===== src/sv/bisa_pkg.sv =====
// ============================================================================
// bisa_pkg
// Shared types and constants for the nearest-neighbor scaling address
// generator.
// ============================================================================
package bisa_pkg;

    localparam int CFG_W   = 12;   // configuration register width
    localparam int IDX_W   = 2;    // configuration register index width
    localparam int COORD_W = 11;   // target coordinate and fine step width
    localparam int ADDR_W  = 22;   // linear source index width
    localparam int DIV_W   = CFG_W;
    localparam int CNT_W   = $clog2(DIV_W);

    localparam int MAX_DIM_DEF = 2048;

    localparam logic [CFG_W-1:0] SRC_W_RST = CFG_W'(800);
    localparam logic [CFG_W-1:0] SRC_H_RST = CFG_W'(480);
    localparam logic [CFG_W-1:0] TGT_W_RST = CFG_W'(800);
    localparam logic [CFG_W-1:0] TGT_H_RST = CFG_W'(480);

    localparam logic [IDX_W-1:0] REG_SRC_W = IDX_W'(0);
    localparam logic [IDX_W-1:0] REG_SRC_H = IDX_W'(1);
    localparam logic [IDX_W-1:0] REG_TGT_W = IDX_W'(2);
    localparam logic [IDX_W-1:0] REG_TGT_H = IDX_W'(3);

    typedef enum logic [2:0] {
        ST_IDLE,
        ST_COL_DIV,
        ST_ROW_LOAD,
        ST_ROW_DIV,
        ST_MUL,
        ST_OUT
    } ctl_state_t;

    typedef struct packed {
        logic start;        // latch dimensions, load column division
        logic div_step;     // one quotient bit
        logic row_load;     // keep column steps, load row division
        logic mul;          // scale row quotient by source width
        logic restart_out;  // clear frame position, emit pixel (0,0)
        logic advance;      // step one target pixel and emit it
    } dp_cmd_t;

    typedef struct packed {
        logic out_free;     // output register can take a new item
    } dp_status_t;

endpackage


===== src/sv/bresenham_image_scale_addr.sv =====
// ============================================================================
// bresenham_image_scale_addr
// Nearest-neighbor scaler address generator: walks the target frame in raster
// order and gives the linear source pixel index for each target pixel.
// ============================================================================
//  channel  handshake               payload
//  -------  ----------------------  ------------------------------------------
//  in       in_valid / in_ready     restart
//  out      out_valid / out_ready   source_index, target_x, target_y,
//                                   repeat_row, row_end, frame_end
//  cfg      cfg_write               cfg_index, cfg_data
//
//  An advance item is taken when the output register is free; items follow
//  back to back while it drains. A restart item waits for the shared
//  restoring divider (one quotient bit per cycle, two 12-bit divisions)
//  and a multiply. Reset loads the default dimensions and a 1x1 frame.
//  A stalled output holds the next item at the input.
// ============================================================================
module bresenham_image_scale_addr
#(
    parameter int MAX_DIM = bisa_pkg::MAX_DIM_DEF
)
(
    input  logic                             clk,
    input  logic                             rst_n,
    input  logic                             cfg_write,
    input  logic [bisa_pkg::IDX_W-1:0]       cfg_index,
    input  logic [bisa_pkg::CFG_W-1:0]       cfg_data,
    input  logic                             in_valid,
    output logic                             in_ready,
    input  logic                             restart,
    output logic                             out_valid,
    input  logic                             out_ready,
    output logic [bisa_pkg::ADDR_W-1:0]      source_index,
    output logic [bisa_pkg::COORD_W-1:0]     target_x,
    output logic [bisa_pkg::COORD_W-1:0]     target_y,
    output logic                             repeat_row,
    output logic                             row_end,
    output logic                             frame_end
);

    bisa_pkg::dp_cmd_t    cmd;
    bisa_pkg::dp_status_t status;

    bisa_ctrl u_ctrl
    (
        .clk      (clk),
        .rst_n    (rst_n),
        .in_valid (in_valid),
        .in_ready (in_ready),
        .restart  (restart),
        .status   (status),
        .cmd      (cmd)
    );

    bisa_dpath
    #(
        .MAX_DIM (MAX_DIM)
    )
    u_dpath
    (
        .clk          (clk),
        .rst_n        (rst_n),
        .cfg_write    (cfg_write),
        .cfg_index    (cfg_index),
        .cfg_data     (cfg_data),
        .cmd          (cmd),
        .status       (status),
        .out_valid    (out_valid),
        .out_ready    (out_ready),
        .source_index (source_index),
        .target_x     (target_x),
        .target_y     (target_y),
        .repeat_row   (repeat_row),
        .row_end      (row_end),
        .frame_end    (frame_end)
    );

endmodule


===== src/sv/bisa_ctrl.sv =====
// ============================================================================
// bisa_ctrl
// Sequencer: accepts items, runs the restart divisions and issues datapath
// commands.
// ============================================================================
module bisa_ctrl
(
    input  logic                  clk,
    input  logic                  rst_n,
    input  logic                  in_valid,
    output logic                  in_ready,
    input  logic                  restart,
    input  bisa_pkg::dp_status_t  status,
    output bisa_pkg::dp_cmd_t     cmd
);

    bisa_pkg::ctl_state_t           state_reg, state_next;
    logic [bisa_pkg::CNT_W-1:0]     cnt_reg, cnt_next;
    logic                           cnt_last;

    assign cnt_last = (cnt_reg == bisa_pkg::CNT_W'(bisa_pkg::DIV_W - 1));

    always_ff @(posedge clk or negedge rst_n)
    begin
        if (!rst_n)
        begin
            state_reg <= bisa_pkg::ST_IDLE;
            cnt_reg   <= '0;
        end
        else
        begin
            state_reg <= state_next;
            cnt_reg   <= cnt_next;
        end
    end

    // next state
    always_comb
    begin
        state_next = state_reg;
        cnt_next   = cnt_reg;
        case (state_reg)
            bisa_pkg::ST_IDLE:
            begin
                cnt_next = '0;
                if (in_valid && status.out_free && restart)
                begin
                    state_next = bisa_pkg::ST_COL_DIV;
                end
            end
            bisa_pkg::ST_COL_DIV:
            begin
                if (cnt_last)
                begin
                    cnt_next   = '0;
                    state_next = bisa_pkg::ST_ROW_LOAD;
                end
                else
                begin
                    cnt_next = cnt_reg + 1'b1;
                end
            end
            bisa_pkg::ST_ROW_LOAD:
            begin
                state_next = bisa_pkg::ST_ROW_DIV;
            end
            bisa_pkg::ST_ROW_DIV:
            begin
                if (cnt_last)
                begin
                    cnt_next   = '0;
                    state_next = bisa_pkg::ST_MUL;
                end
                else
                begin
                    cnt_next = cnt_reg + 1'b1;
                end
            end
            bisa_pkg::ST_MUL:
            begin
                state_next = bisa_pkg::ST_OUT;
            end
            bisa_pkg::ST_OUT:
            begin
                if (status.out_free)
                begin
                    state_next = bisa_pkg::ST_IDLE;
                end
            end
            default:
            begin
                state_next = bisa_pkg::ST_IDLE;
                cnt_next   = '0;
            end
        endcase
    end

    // outputs
    always_comb
    begin
        in_ready = 1'b0;
        cmd      = '0;
        case (state_reg)
            bisa_pkg::ST_IDLE:
            begin
                in_ready    = status.out_free;
                cmd.start   = in_valid && status.out_free && restart;
                cmd.advance = in_valid && status.out_free && !restart;
            end
            bisa_pkg::ST_COL_DIV:  cmd.div_step    = 1'b1;
            bisa_pkg::ST_ROW_LOAD: cmd.row_load    = 1'b1;
            bisa_pkg::ST_ROW_DIV:  cmd.div_step    = 1'b1;
            bisa_pkg::ST_MUL:      cmd.mul         = 1'b1;
            bisa_pkg::ST_OUT:      cmd.restart_out = status.out_free;
            default:               cmd             = '0;
        endcase
    end

endmodule


===== src/sv/bisa_dpath.sv =====
// ============================================================================
// bisa_dpath
// Datapath: configuration registers, shared restoring divider, step
// accumulators and the output register.
// ============================================================================
module bisa_dpath
#(
    parameter int MAX_DIM = bisa_pkg::MAX_DIM_DEF
)
(
    input  logic                          clk,
    input  logic                          rst_n,
    input  logic                          cfg_write,
    input  logic [bisa_pkg::IDX_W-1:0]    cfg_index,
    input  logic [bisa_pkg::CFG_W-1:0]    cfg_data,
    input  bisa_pkg::dp_cmd_t             cmd,
    output bisa_pkg::dp_status_t          status,
    output logic                          out_valid,
    input  logic                          out_ready,
    output logic [bisa_pkg::ADDR_W-1:0]   source_index,
    output logic [bisa_pkg::COORD_W-1:0]  target_x,
    output logic [bisa_pkg::COORD_W-1:0]  target_y,
    output logic                          repeat_row,
    output logic                          row_end,
    output logic                          frame_end
);

    localparam int CW = bisa_pkg::CFG_W;
    localparam int XW = bisa_pkg::COORD_W;
    localparam int AW = bisa_pkg::ADDR_W;

    function automatic logic [CW-1:0] clamp_dim(input logic [CW-1:0] v);
        logic [CW-1:0] r;
        begin
            r = v;
            if (v == '0)
            begin
                r = CW'(1);
            end
            else if (32'(v) > 32'(MAX_DIM))
            begin
                r = CW'(MAX_DIM);
            end
            return r;
        end
    endfunction

    // configuration
    logic [CW-1:0] src_w_reg, src_h_reg, tgt_w_reg, tgt_h_reg;

    always_ff @(posedge clk or negedge rst_n)
    begin
        if (!rst_n)
        begin
            src_w_reg <= bisa_pkg::SRC_W_RST;
            src_h_reg <= bisa_pkg::SRC_H_RST;
            tgt_w_reg <= bisa_pkg::TGT_W_RST;
            tgt_h_reg <= bisa_pkg::TGT_H_RST;
        end
        else if (cfg_write)
        begin
            case (cfg_index)
                bisa_pkg::REG_SRC_W: src_w_reg <= cfg_data;
                bisa_pkg::REG_SRC_H: src_h_reg <= cfg_data;
                bisa_pkg::REG_TGT_W: tgt_w_reg <= cfg_data;
                bisa_pkg::REG_TGT_H: tgt_h_reg <= cfg_data;
                default:             src_w_reg <= src_w_reg;
            endcase
        end
    end

    // latched dimensions and steps
    logic [CW-1:0] lat_sw_reg, lat_sh_reg, lat_tw_reg, lat_th_reg;
    logic [XW-1:0] col_whole_reg, col_part_reg, row_part_reg;
    logic [AW-1:0] row_whole_reg;

    // divider
    logic [CW-1:0] div_rem_reg, div_rem_next;
    logic [CW-1:0] div_quo_reg, div_quo_next;
    logic [CW-1:0] div_den_reg, div_den_next;
    logic [CW:0]   div_shift, div_diff;
    logic [2*CW-1:0] row_prod;

    assign div_shift = {div_rem_reg, div_quo_reg[CW-1]};
    assign div_diff  = div_shift - {1'b0, div_den_reg};
    assign row_prod  = div_quo_reg * lat_sw_reg;

    always_comb
    begin
        div_rem_next = div_rem_reg;
        div_quo_next = div_quo_reg;
        div_den_next = div_den_reg;
        if (cmd.start)
        begin
            div_rem_next = '0;
            div_quo_next = clamp_dim(src_w_reg);
            div_den_next = clamp_dim(tgt_w_reg);
        end
        else if (cmd.row_load)
        begin
            div_rem_next = '0;
            div_quo_next = lat_sh_reg;
            div_den_next = lat_th_reg;
        end
        else if (cmd.div_step)
        begin
            // restoring step: keep the difference when it did not go negative
            div_rem_next = div_diff[CW] ? div_shift[CW-1:0] : div_diff[CW-1:0];
            div_quo_next = {div_quo_reg[CW-2:0], ~div_diff[CW]};
        end
    end

    always_ff @(posedge clk or negedge rst_n)
    begin
        if (!rst_n)
        begin
            div_rem_reg <= '0;
            div_quo_reg <= '0;
            div_den_reg <= '0;
        end
        else
        begin
            div_rem_reg <= div_rem_next;
            div_quo_reg <= div_quo_next;
            div_den_reg <= div_den_next;
        end
    end

    always_ff @(posedge clk or negedge rst_n)
    begin
        if (!rst_n)
        begin
            lat_sw_reg    <= CW'(1);
            lat_sh_reg    <= CW'(1);
            lat_tw_reg    <= CW'(1);
            lat_th_reg    <= CW'(1);
            col_whole_reg <= '0;
            col_part_reg  <= '0;
            row_whole_reg <= '0;
            row_part_reg  <= '0;
        end
        else
        begin
            if (cmd.start)
            begin
                lat_sw_reg <= clamp_dim(src_w_reg);
                lat_sh_reg <= clamp_dim(src_h_reg);
                lat_tw_reg <= clamp_dim(tgt_w_reg);
                lat_th_reg <= clamp_dim(tgt_h_reg);
            end
            if (cmd.row_load)
            begin
                col_whole_reg <= div_quo_reg[XW-1:0];
                col_part_reg  <= div_rem_reg[XW-1:0];
            end
            if (cmd.mul)
            begin
                row_whole_reg <= row_prod[AW-1:0];
                row_part_reg  <= div_rem_reg[XW-1:0];
            end
        end
    end

    // frame position
    logic [XW-1:0] col_cnt_reg, col_cnt_next;
    logic [XW-1:0] row_cnt_reg, row_cnt_next;
    logic [XW-1:0] col_err_reg, col_err_next;
    logic [XW-1:0] row_err_reg, row_err_next;
    logic [XW-1:0] col_off_reg, col_off_next;
    logic [AW-1:0] row_base_reg, row_base_next;
    logic          repeats_reg, repeats_next;

    logic [CW-1:0] col_cnt_inc, row_cnt_inc;
    logic          col_last, row_last;
    logic [CW-1:0] col_err_sum, col_err_adj, row_err_sum, row_err_adj;
    logic          col_carry, row_carry;
    logic [AW+1:0] row_base_sum;
    logic [CW-1:0] nxt_col_inc, nxt_row_inc;
    logic          nxt_row_end, nxt_frame_end;
    logic          load;

    assign col_cnt_inc = {1'b0, col_cnt_reg} + 1'b1;
    assign row_cnt_inc = {1'b0, row_cnt_reg} + 1'b1;
    assign col_last    = (col_cnt_inc >= lat_tw_reg);
    assign row_last    = (row_cnt_inc >= lat_th_reg);

    assign col_err_sum = {1'b0, col_err_reg} + {1'b0, col_part_reg};
    assign col_carry   = (col_err_sum >= lat_tw_reg);
    assign col_err_adj = col_carry ? col_err_sum - lat_tw_reg : col_err_sum;

    assign row_err_sum = {1'b0, row_err_reg} + {1'b0, row_part_reg};
    assign row_carry   = (row_err_sum >= lat_th_reg);
    assign row_err_adj = row_carry ? row_err_sum - lat_th_reg : row_err_sum;
    assign row_base_sum = {2'b00, row_base_reg} + {2'b00, row_whole_reg}
                        + (row_carry ? (AW+2)'(lat_sw_reg) : '0);

    always_comb
    begin
        col_cnt_next  = col_cnt_reg;
        row_cnt_next  = row_cnt_reg;
        col_err_next  = col_err_reg;
        row_err_next  = row_err_reg;
        col_off_next  = col_off_reg;
        row_base_next = row_base_reg;
        repeats_next  = repeats_reg;
        if (cmd.restart_out || (cmd.advance && col_last && row_last))
        begin
            // new frame at pixel (0,0)
            col_cnt_next  = '0;
            row_cnt_next  = '0;
            col_err_next  = '0;
            row_err_next  = '0;
            col_off_next  = '0;
            row_base_next = '0;
            repeats_next  = 1'b0;
        end
        else if (cmd.advance && col_last)
        begin
            col_cnt_next  = '0;
            col_err_next  = '0;
            col_off_next  = '0;
            row_base_next = row_base_sum[AW-1:0];
            repeats_next  = (row_base_sum[AW-1:0] == row_base_reg);
            row_err_next  = row_err_adj[XW-1:0];
            row_cnt_next  = row_cnt_inc[XW-1:0];
        end
        else if (cmd.advance)
        begin
            col_off_next = col_off_reg + col_whole_reg + XW'(col_carry);
            col_err_next = col_err_adj[XW-1:0];
            col_cnt_next = col_cnt_inc[XW-1:0];
        end
    end

    assign load          = cmd.restart_out || cmd.advance;
    assign nxt_col_inc   = {1'b0, col_cnt_next} + 1'b1;
    assign nxt_row_inc   = {1'b0, row_cnt_next} + 1'b1;
    assign nxt_row_end   = (nxt_col_inc >= lat_tw_reg);
    assign nxt_frame_end = nxt_row_end && (nxt_row_inc >= lat_th_reg);

    always_ff @(posedge clk or negedge rst_n)
    begin
        if (!rst_n)
        begin
            col_cnt_reg  <= '0;
            row_cnt_reg  <= '0;
            col_err_reg  <= '0;
            row_err_reg  <= '0;
            col_off_reg  <= '0;
            row_base_reg <= '0;
            repeats_reg  <= 1'b0;
        end
        else
        begin
            col_cnt_reg  <= col_cnt_next;
            row_cnt_reg  <= row_cnt_next;
            col_err_reg  <= col_err_next;
            row_err_reg  <= row_err_next;
            col_off_reg  <= col_off_next;
            row_base_reg <= row_base_next;
            repeats_reg  <= repeats_next;
        end
    end

    // output register
    logic          out_valid_reg;
    logic [AW-1:0] index_reg;
    logic [XW-1:0] x_reg, y_reg;
    logic          repeat_reg, row_end_reg, frame_end_reg;

    always_ff @(posedge clk or negedge rst_n)
    begin
        if (!rst_n)
        begin
            out_valid_reg <= 1'b0;
        end
        else if (load)
        begin
            out_valid_reg <= 1'b1;
        end
        else if (out_ready)
        begin
            out_valid_reg <= 1'b0;
        end
    end

    always_ff @(posedge clk)
    begin
        if (load)
        begin
            index_reg     <= row_base_next + AW'(col_off_next);
            x_reg         <= col_cnt_next;
            y_reg         <= row_cnt_next;
            repeat_reg    <= repeats_next;
            row_end_reg   <= nxt_row_end;
            frame_end_reg <= nxt_frame_end;
        end
    end

    assign status.out_free = !out_valid_reg || out_ready;
    assign out_valid       = out_valid_reg;
    assign source_index    = index_reg;
    assign target_x        = x_reg;
    assign target_y        = y_reg;
    assign repeat_row      = repeat_reg;
    assign row_end         = row_end_reg;
    assign frame_end       = frame_end_reg;

endmodule


===== config.mk =====
export PLATFORM = sky130hd
export DESIGN_NAME = bresenham_image_scale_addr
export DESIGN_NICKNAME = d
export VERILOG_FILES = /design/src/sv/bisa_pkg.sv /design/src/sv/bresenham_image_scale_addr.sv /design/src/sv/bisa_ctrl.sv /design/src/sv/bisa_dpath.sv
export SDC_FILE = /design/constraint.sdc
export NUM_CORES = 1
export LEC_CHECK = 0
export ABC_CLOCK_PERIOD_IN_PS = 9850
export BUFFER_PORTS_ARGS = -buffer_cell sky130_fd_sc_hd__buf_2
export CAP_MARGIN = 20
export CORE_UTILIZATION = 60
export DETAILED_ROUTE_END_ITERATION = 16
export PLACE_DENSITY = 0.8
export SLEW_MARGIN = 30
export SYNTH_ARGS = -nofsm -noshare
export SYNTH_HDL_FRONTEND = slang
export SYNTH_SLANG_ARGS = --single-unit

===== constraint.sdc =====
create_clock -name clk -period 9.85 [get_ports clk]
set_input_delay 0.4925 -clock clk [delete_from_list [all_inputs] [get_ports clk]]
set_output_delay 0.4925 -clock clk [all_outputs]
set_load 0.02 [all_outputs]

==> results by group, run 1 <==
CTS
  – Number of levels in the clock H-tree: 2
  – Root Buffer Master: clkbuf_16
  – Source-to-sink clock delay at the later pin of the worst-skew pair: about 0.57 ns
  – CTS sink count: 320
  – CTS tree: built
  – Clock Pin Slew Worst Setup and Hold Paths: around 0.060 ns
  – Number of buffers inserted by post-CTS setup repair: 0
  – TritonCTS buffer count: 35
  – Buffer levels on the longest clock path: 3

Worst setup path
  – Critical-path cell with the highest stage delay: a2111oi_0
  – Critical Path Source Type: flop
  – Slowest cell delay on critical path: roughly 0.74 ns
  – Data arrival time of the critical path: about 8.5 ns
  – Maximum fanout along the worst path: 5
  – Kind of end point of the critical path: flop
  – Critical path class: flop to flop
  – Required time of the critical path: approximately 10 ns

Finish
  – Post-route design area: between 20000 and 30000 um2
  – Total Nets Final: approximately 2900
  – Ratio of cells with drive above 1 in the final layout: between 10 and 15%
  – Area growth from synthesis to layout: 8.204%
  – Diodes inserted: 0
  – Post-route insts no fill: around 3100

Synth
  – EDFF count, synth: 47
  – Cell area after synthesis: 23880 um2
  – Cells after Synth: 2529
  – Share of Yosys cell area claimed by the top area cell type: 26.72%
  – Number of flip-flops and latches in the synthesized netlist: between 300 and 400
  – Synth area leader: dfrtp_1
  – Synthesized net count: about 2900
  – Async set or reset register ratio after synthesis: 85.31%
  – Mean post-synth cell area: 9.444 um2
  – Ranking of synthesized cells by area: dfrtp_1 27%, ha_1 11%, fa_1 10%
  – Synth cell types: 80
  – Fraction of the yosys area taken by sequential cells: about a third
  – Top FF cell, synth: dfrtp_1
  – Synth warn: 0

Detailed routing
  – Post-route DRC: 0
  – Number of DRC violations after detailed-routing iteration 0: 1501
  – Total via count after detailed routing: 18540
  – Total routed wirelength: 57.74 mm
  – Final routed wire length divided by cell count: between 15 and 20 um
  – Antenna viol nets, final: 0
  – Vias per std cell: 5.970
  – Drt pass-1 iters: 6

Floorplan
  – Die footprint: just over 40000 um2
  – Starting density of the core: approximately three fifths
  – Horizontal die dimension: ~200 um
  – Total core area: between 30000 and 40000 um2
  – Die Y-Extent: roughly 200 um
  – Row count: 72
  – I/O pin count: 69

STA
  – Worst hold slack across all endpoints: roughly 0.22 ns
  – Final-report hold violation count: 0
  – Highest Clock Rate: 121.3 MHz
  – Worst-margin pin slew: around 0.95 ns
  – Worst-case headroom to the max-slew limit: 36.28%
  – Setup violators final: 0
  – Crit path time final: between 8 and 9 ns
  – Final critical-path share of the clock period: 83.72%
  – Setup repair after global routing missed its margin: false
  – Accumulated negative setup slack: 0 ns
  – Number of pins with negative max-slew slack in the final report: 0
  – Setup clock skew after layout: between 0.02 and 0.03 ns

Job
  – Max-cap check violation count: 0

Placement
  – Number of placed instances, taps included: ~3000
  – Area after DPL: 24680 um2
  – Estimated wirelength of the detail-placed design: around 43 mm
  – Number of buffer cells added on primary ports: between 60 and 70
  – Final estimated routing congestion in global placement: around 0.96

Global routing
  – Wire length of the first global-routing pass: 95.10 mm
  – Remaining Overflow, GRT: 0
  – Maximum number of pins on one net before global-route repair: 119
  – Overall global routing resource usage: ~29%
  – Number of antenna violations at the first check in global routing: 0
  – Via count of the first global-routing pass: approximately 19000

Status
  – Run status: finished, final reports clean

Min path
  – Classification of the worst-slack hold path: primary input to flop
-- path summary, 6_finish.rpt --
check | slack (ns) | startpoint | endpoint | depth (start not counted)
min in group asynchronous | 0.40 | rst_n | u_dpath.col_cnt_reg[7] | 2
max in group asynchronous | 7.68 | rst_n | u_dpath.div_den_reg[6] | 5
worst max register to register | 1.60 | u_dpath.col_err_reg[0] | u_dpath.source_index[16] | 31
worst max-delay path | 1.60 | u_dpath.col_err_reg[0] | u_dpath.source_index[16] | 31
worst min register to register | 0.47 | u_dpath.lat_sh_reg[10] | u_dpath.lat_sh_reg[10] | 2
worst min-delay path | 0.22 | cfg_data[5] | u_dpath.tgt_w_reg[5] | 2
-- critical path: cells and delay by family (launching register included) --
kind,cells,cell delay (ns)
AOI/OAI and AO/OA,13,3.81
adders and majority gates,6,2.10
and+or+nand+nor,8,1.32
DFF,1,0.36
xor gates and xnor gates,2,0.25
buffers and inverters,2,0.16
-- timing repair --
| action | 4_1_cts | 5_1_grt |
|---|---|---|
| hold endpoints to repair | 0 | 37 |
| endpoints found under the setup margin | 0 | 0 |
| resized for setup | 0 | 0 |
| hold buffers | 0 | 1 |
-- layer usage --
metal  GRT usage, %  vias up  part of all wire, %
li1               -     8683                    -
met1          40.41     9009                   44
met2          46.72      725                   46
met4          10.58        0                  3.0
met5              0        -                    0
met3          4.146      120                  6.8
-- metrics by stage --
stage | utilization (%) | setup slack (ns)
after floorplan | - | 2.504
after CTS | 66.23 | 1.700
after global placement | 63.41 | 2.082
after global routing | 66.41 | 1.042
final | 66.41 | 1.603
after detailed placement | 63.42 | 1.788
-- layout make-up --
cell class | instances | area, um2
sequential | 320 | 8265
tap | 518 | 648.1
timing repair buffer | 89 | 554.3
clock buffer | 50 | 972.2
clock inverter | 14 | 120.1
inverter | 210 | 789.5
multi-input combinational | 1904 | 14490
fill | 2975 | 13070
-- Yosys cell counts (15+ instances only) --
cell type	instances
nand2_1	369
o21ai_0	145
nand2b_1	17
dfrtp_1	255
nand3_1	31
nor3_1	39
dfstp_2	18
and3_1	22
nor4_1	17
xor2_1	66
a21o_1	55
a21oi_1	144
edfxtp_1	47
xnor2_1	104
clkbuf_1	77
mux2_2	65
fa_1	120
ha_1	213
and2_1	49
inv_1	209
nand4_1	15
nor2b_1	34
mux2i_1	25
nor2_1	154
-- cell families after synthesis --
kind of cell / synth area share [%]
DFF: 34.61
and+or+nand+nor: 16.18
muxes: 4.112
AOI/OAI and AO/OA: 12.79
xor gates and xnor gates: 6.234
buffers and inverters: 4.856
adders and majority gates: 21.22
-- layout by cell type (no fill, tap or decap), drive strengths merged, types with 19 or more instances in the layout --
cell type and instances:
edfxtp 47, buf 88, fa 120, mux2 65
xnor2 104, clkbuf 50, nand3 31, inv 213
nor4 19, o21ai 147, dfrtp 255, nor2b 34
nor2 155, a21o 55, and2 49, nor3 40
mux2i 25, nand2 371, ha 213, a21oi 144
xor2 66, and3 22
Power of run 1 is left out: the tool's default activity adds up to more than one toggle a clock period on the data nets, which glitch-free logic cannot reach.
==> run 2: changes to the inputs <==
- ABC_AREA: not set -> 1
- ABC_CLOCK_PERIOD_IN_PS: 9850 -> 7020
- CORE_UTILIZATION: 60 -> 58
- PLACE_DENSITY: 0.8 -> 0.81
- clock period: 9.85 -> 7.02 ns (I/O delays scaled with it)
==> run 2 against run 1 <==
Net effect: register-to-register slack got worse by 1.1 ns; cell count is 21% higher; count of clock-buffer cells in the layout shrank 2; critical path depth grew 6; fmax is 26% higher; first-iteration DRC count up 16%; worst hold slack worse by 0.15 ns; non-clock buffer count increased by 2; sequential share of layout area down 1.5 points; worst setup slack got worse by 1.1 ns; critical endpoint is now u_dpath.source_index[15].
==> results by group, run 2 <==
Finish
  – Filler cells: about 3400
  – Final core area utilization: between 60 and 70%
  – Area growth from synthesis to layout: 8.909%
  – Total Nets Final: approximately 3600
  – Commonest non-fill, non-tap cells in the layout: 815 x nand2_1, 516 x inv_1, 255 x dfrtp_1, 221 x o21ai_0, 206 x ha_1
  – Ratio of cells with drive above 1 in the final layout: roughly 7.9%
  – Area of the multi-input gates: ~14000 um2
  – Diodes inserted: 0
  – Most frequent standard cell in the layout excluding fill and tap cells: nand2_1
  – Area used by sequential logic in the layout: a little over 8000 um2

Worst setup path
  – Top cell by count, worst path: nand2_1
  – Data arrival time of the critical path: between 6 and 7 ns
  – Maximum fanout along the worst path: 7
  – Critical Path Source Type: flop
  – Critical path class: flop to flop
  – Slowest cell delay on critical path: between 0.4 and 0.5 ns
  – Source of the worst register-to-register timing path: u_dpath.row_err_reg[0]
  – Crit path launch: u_dpath.row_err_reg[0]
  – Required time of the critical path: approximately 7.3 ns
  – Kind of end point of the critical path: flop
  – Critical-path cell with the highest stage delay: fa_1
  – Register-to-Register Path Depth: 37

CTS
  – CTS sink count: 320
  – Buffer levels on the longest clock path: 3
  – TritonCTS buffer count: 36
  – Clock Pin Slew Worst Setup and Hold Paths: ~0.060 ns
  – Number of levels in the clock H-tree: 2
  – CTS tree: built
  – Source-to-sink clock delay at the later pin of the worst-skew pair: 0.58 ns
  – Root Buffer Master: clkbuf_16

Synth
  – Commonest cells in the netlist: 817 x nand2_1, 517 x inv_1, 255 x dfrtp_1
  – Number of flip-flops and latches in the synthesized netlist: 320
  – Share of Yosys cell area claimed by the top area cell type: 25.64%
  – EDFF count, synth: 47
  – Ranking of synthesized cells by area: dfrtp_1 26%, nand2_1 12%, ha_1 11%
  – Synth cell types: 57
  – Top FF cell, synth: dfrtp_1
  – Cells after Synth: about 3200
  – Synthesized net count: approximately 3500
  – Most repeated cell in the gate-level netlist after synthesis: nand2_1
  – Async set or reset register ratio after synthesis: 85.31%
  – Synth area leader: dfrtp_1
  – Fraction of the yosys area taken by sequential cells: about a third
  – Cell area after synthesis: about 25000 um2
  – Synth warn: 0
  – Mean post-synth cell area: between 7 and 8 um2

Floorplan
  – Total core area: 42130 um2
  – Die Y-Extent: 209.1 um
  – Starting density of the core: between 50% and 60%
  – Die footprint: 43740 um2
  – I/O pin count: 69
  – Horizontal die dimension: roughly 210 um
  – Row count: 75

Detailed routing
  – Vias per std cell: between 5 and 6
  – Post-route DRC: 0
  – Total routed wirelength: 64.21 mm
  – Total via count after detailed routing: approximately 21000
  – Number of DRC violations after detailed-routing iteration 0: 1739
  – Drt pass-1 iters: 6
  – Final routed wire length divided by cell count: between 15 and 20 um
  – Antenna viol nets, final: 0

STA
  – Final critical-path share of the clock period: slightly above 90%
  – Setup violators final: 0
  – Number of pins with negative max-slew slack in the final report: 0
  – Crit path time final: roughly 6.5 ns
  – Final-report hold violation count: 0
  – Worst-case headroom to the max-slew limit: between 40% and 50%
  – Highest Clock Rate: around 150 MHz
  – Setup clock skew after layout: 0.04392 ns
  – Worst-margin pin slew: 0.8460 ns

Min path
  – Hold Path Origin: out_ready
  – Classification of the worst-slack hold path: primary input to flop
  – Hold Path Stages: 4

Global routing
  – Wire length of the first global-routing pass: roughly 110 mm
  – Overall global routing resource usage: between 30% and 40%
  – Maximum number of pins on one net before global-route repair: 121
  – Via count of the first global-routing pass: around 21000
  – Remaining Overflow, GRT: 0
  – Number of antenna violations at the first check in global routing: 0

Status
  – Run status: finished, final reports clean

Placement
  – Estimated wirelength of the detail-placed design: just under 50 mm
  – Final estimated routing congestion in global placement: just under 1
  – Number of buffer cells added on primary ports: 68

Job
  – Max-cap check violation count: 0
## run 2: changes by cell type after synthesis, sizes merged, moves of 22 or more
cell   before  now
a31oi      11   39
a21o       55   12
mux2i      25    3
nor2b      34    0
nor2      155  214
o21ai     147  234
and3       22    0
inv       209  525
mux2       65    0
nand3      31  148
and2       49    6
nand2     371  826
xnor2     104   40
## run 2: critical path, delay by kind of cell, from the launching register on
family                   cells  cell delay [ns]
adder cells (fa/ha/maj)      6             2.05
AND/OR/NAND/NOR             19             2.04
AO/OA/AOI/OAI                7             1.15
flip-flops                   1             0.39
buffers and inverters        3             0.33
XOR/XNOR                     2             0.29
## run 2: layout make-up
type | count | area share, %
multi-input cells | 2221 | 53.11
repair buffers | 91 | 2.045
flip-flops and latches | 320 | 30.50
clock buffers | 48 | 3.785
clock inverters | 18 | 0.7294
inverters | 529 | 7.349
well taps | 539 | 2.488
## run 2: logic make-up after synthesis
| kind of cell | after synthesis | share of synthesized area (%) |
|---|---|---|
| AND/OR/NAND/NOR | 1276 | 21.65 |
| buffers and inverters | 612 | 9.472 |
| AO/OA/AOI/OAI | 496 | 11.15 |
| adder cells (fa/ha/maj) | 333 | 20.36 |
| flip-flops | 320 | 33.21 |
| XOR/XNOR | 113 | 4.032 |
| multiplexers | 3 | 0.1207 |
## run 2: worst paths after layout
path                                             to  slack, ns
setup / recovery           u_dpath.source_index[15]       0.47
hold / removal                    u_dpath.out_valid       0.07
setup reg to reg           u_dpath.source_index[15]       0.47
hold reg to reg              u_dpath.lat_sh_reg[10]       0.48
max in group asynchronous   u_dpath.col_part_reg[0]       5.28
min in group asynchronous   u_dpath.col_part_reg[3]       0.26
## run 2: stage by stage
step	setup WS (ns)	cell area [um2]	setup TNS, ns	std cells	hold slack [ns]
after floorplan	0.5984	24890	0	3153	0.05541
after global placement	0.2748	25660	0	3691	0.4554
after detailed placement	0.1693	25670	0	3691	0.4669
after CTS	0.1376	26900	0	3758	0.04888
after global routing	-0.04015	27100	-0.09897	3766	0.1011
final	0.4728	27100	0	3766	0.07488
## run 2: timing repair
action | 4_1_cts | 5_1_grt
resized for setup | 0 | 26
setup endpoints to repair | 0 | 12
hold endpoints to repair | 105 | 0
hold buffers | 1 | 0
setup buffers | 0 | 6
## run 2: metal layers
layer  track usage [%]  vias up  share of wire, %
li1                  -    10190                 -
met1             42.17    10190                45
met2             47.40      788                45
met3             4.569      150               6.7
met4             11.28        0               3.3
met5                 0        -                 0
Power of run 2 is left out for the same reason.
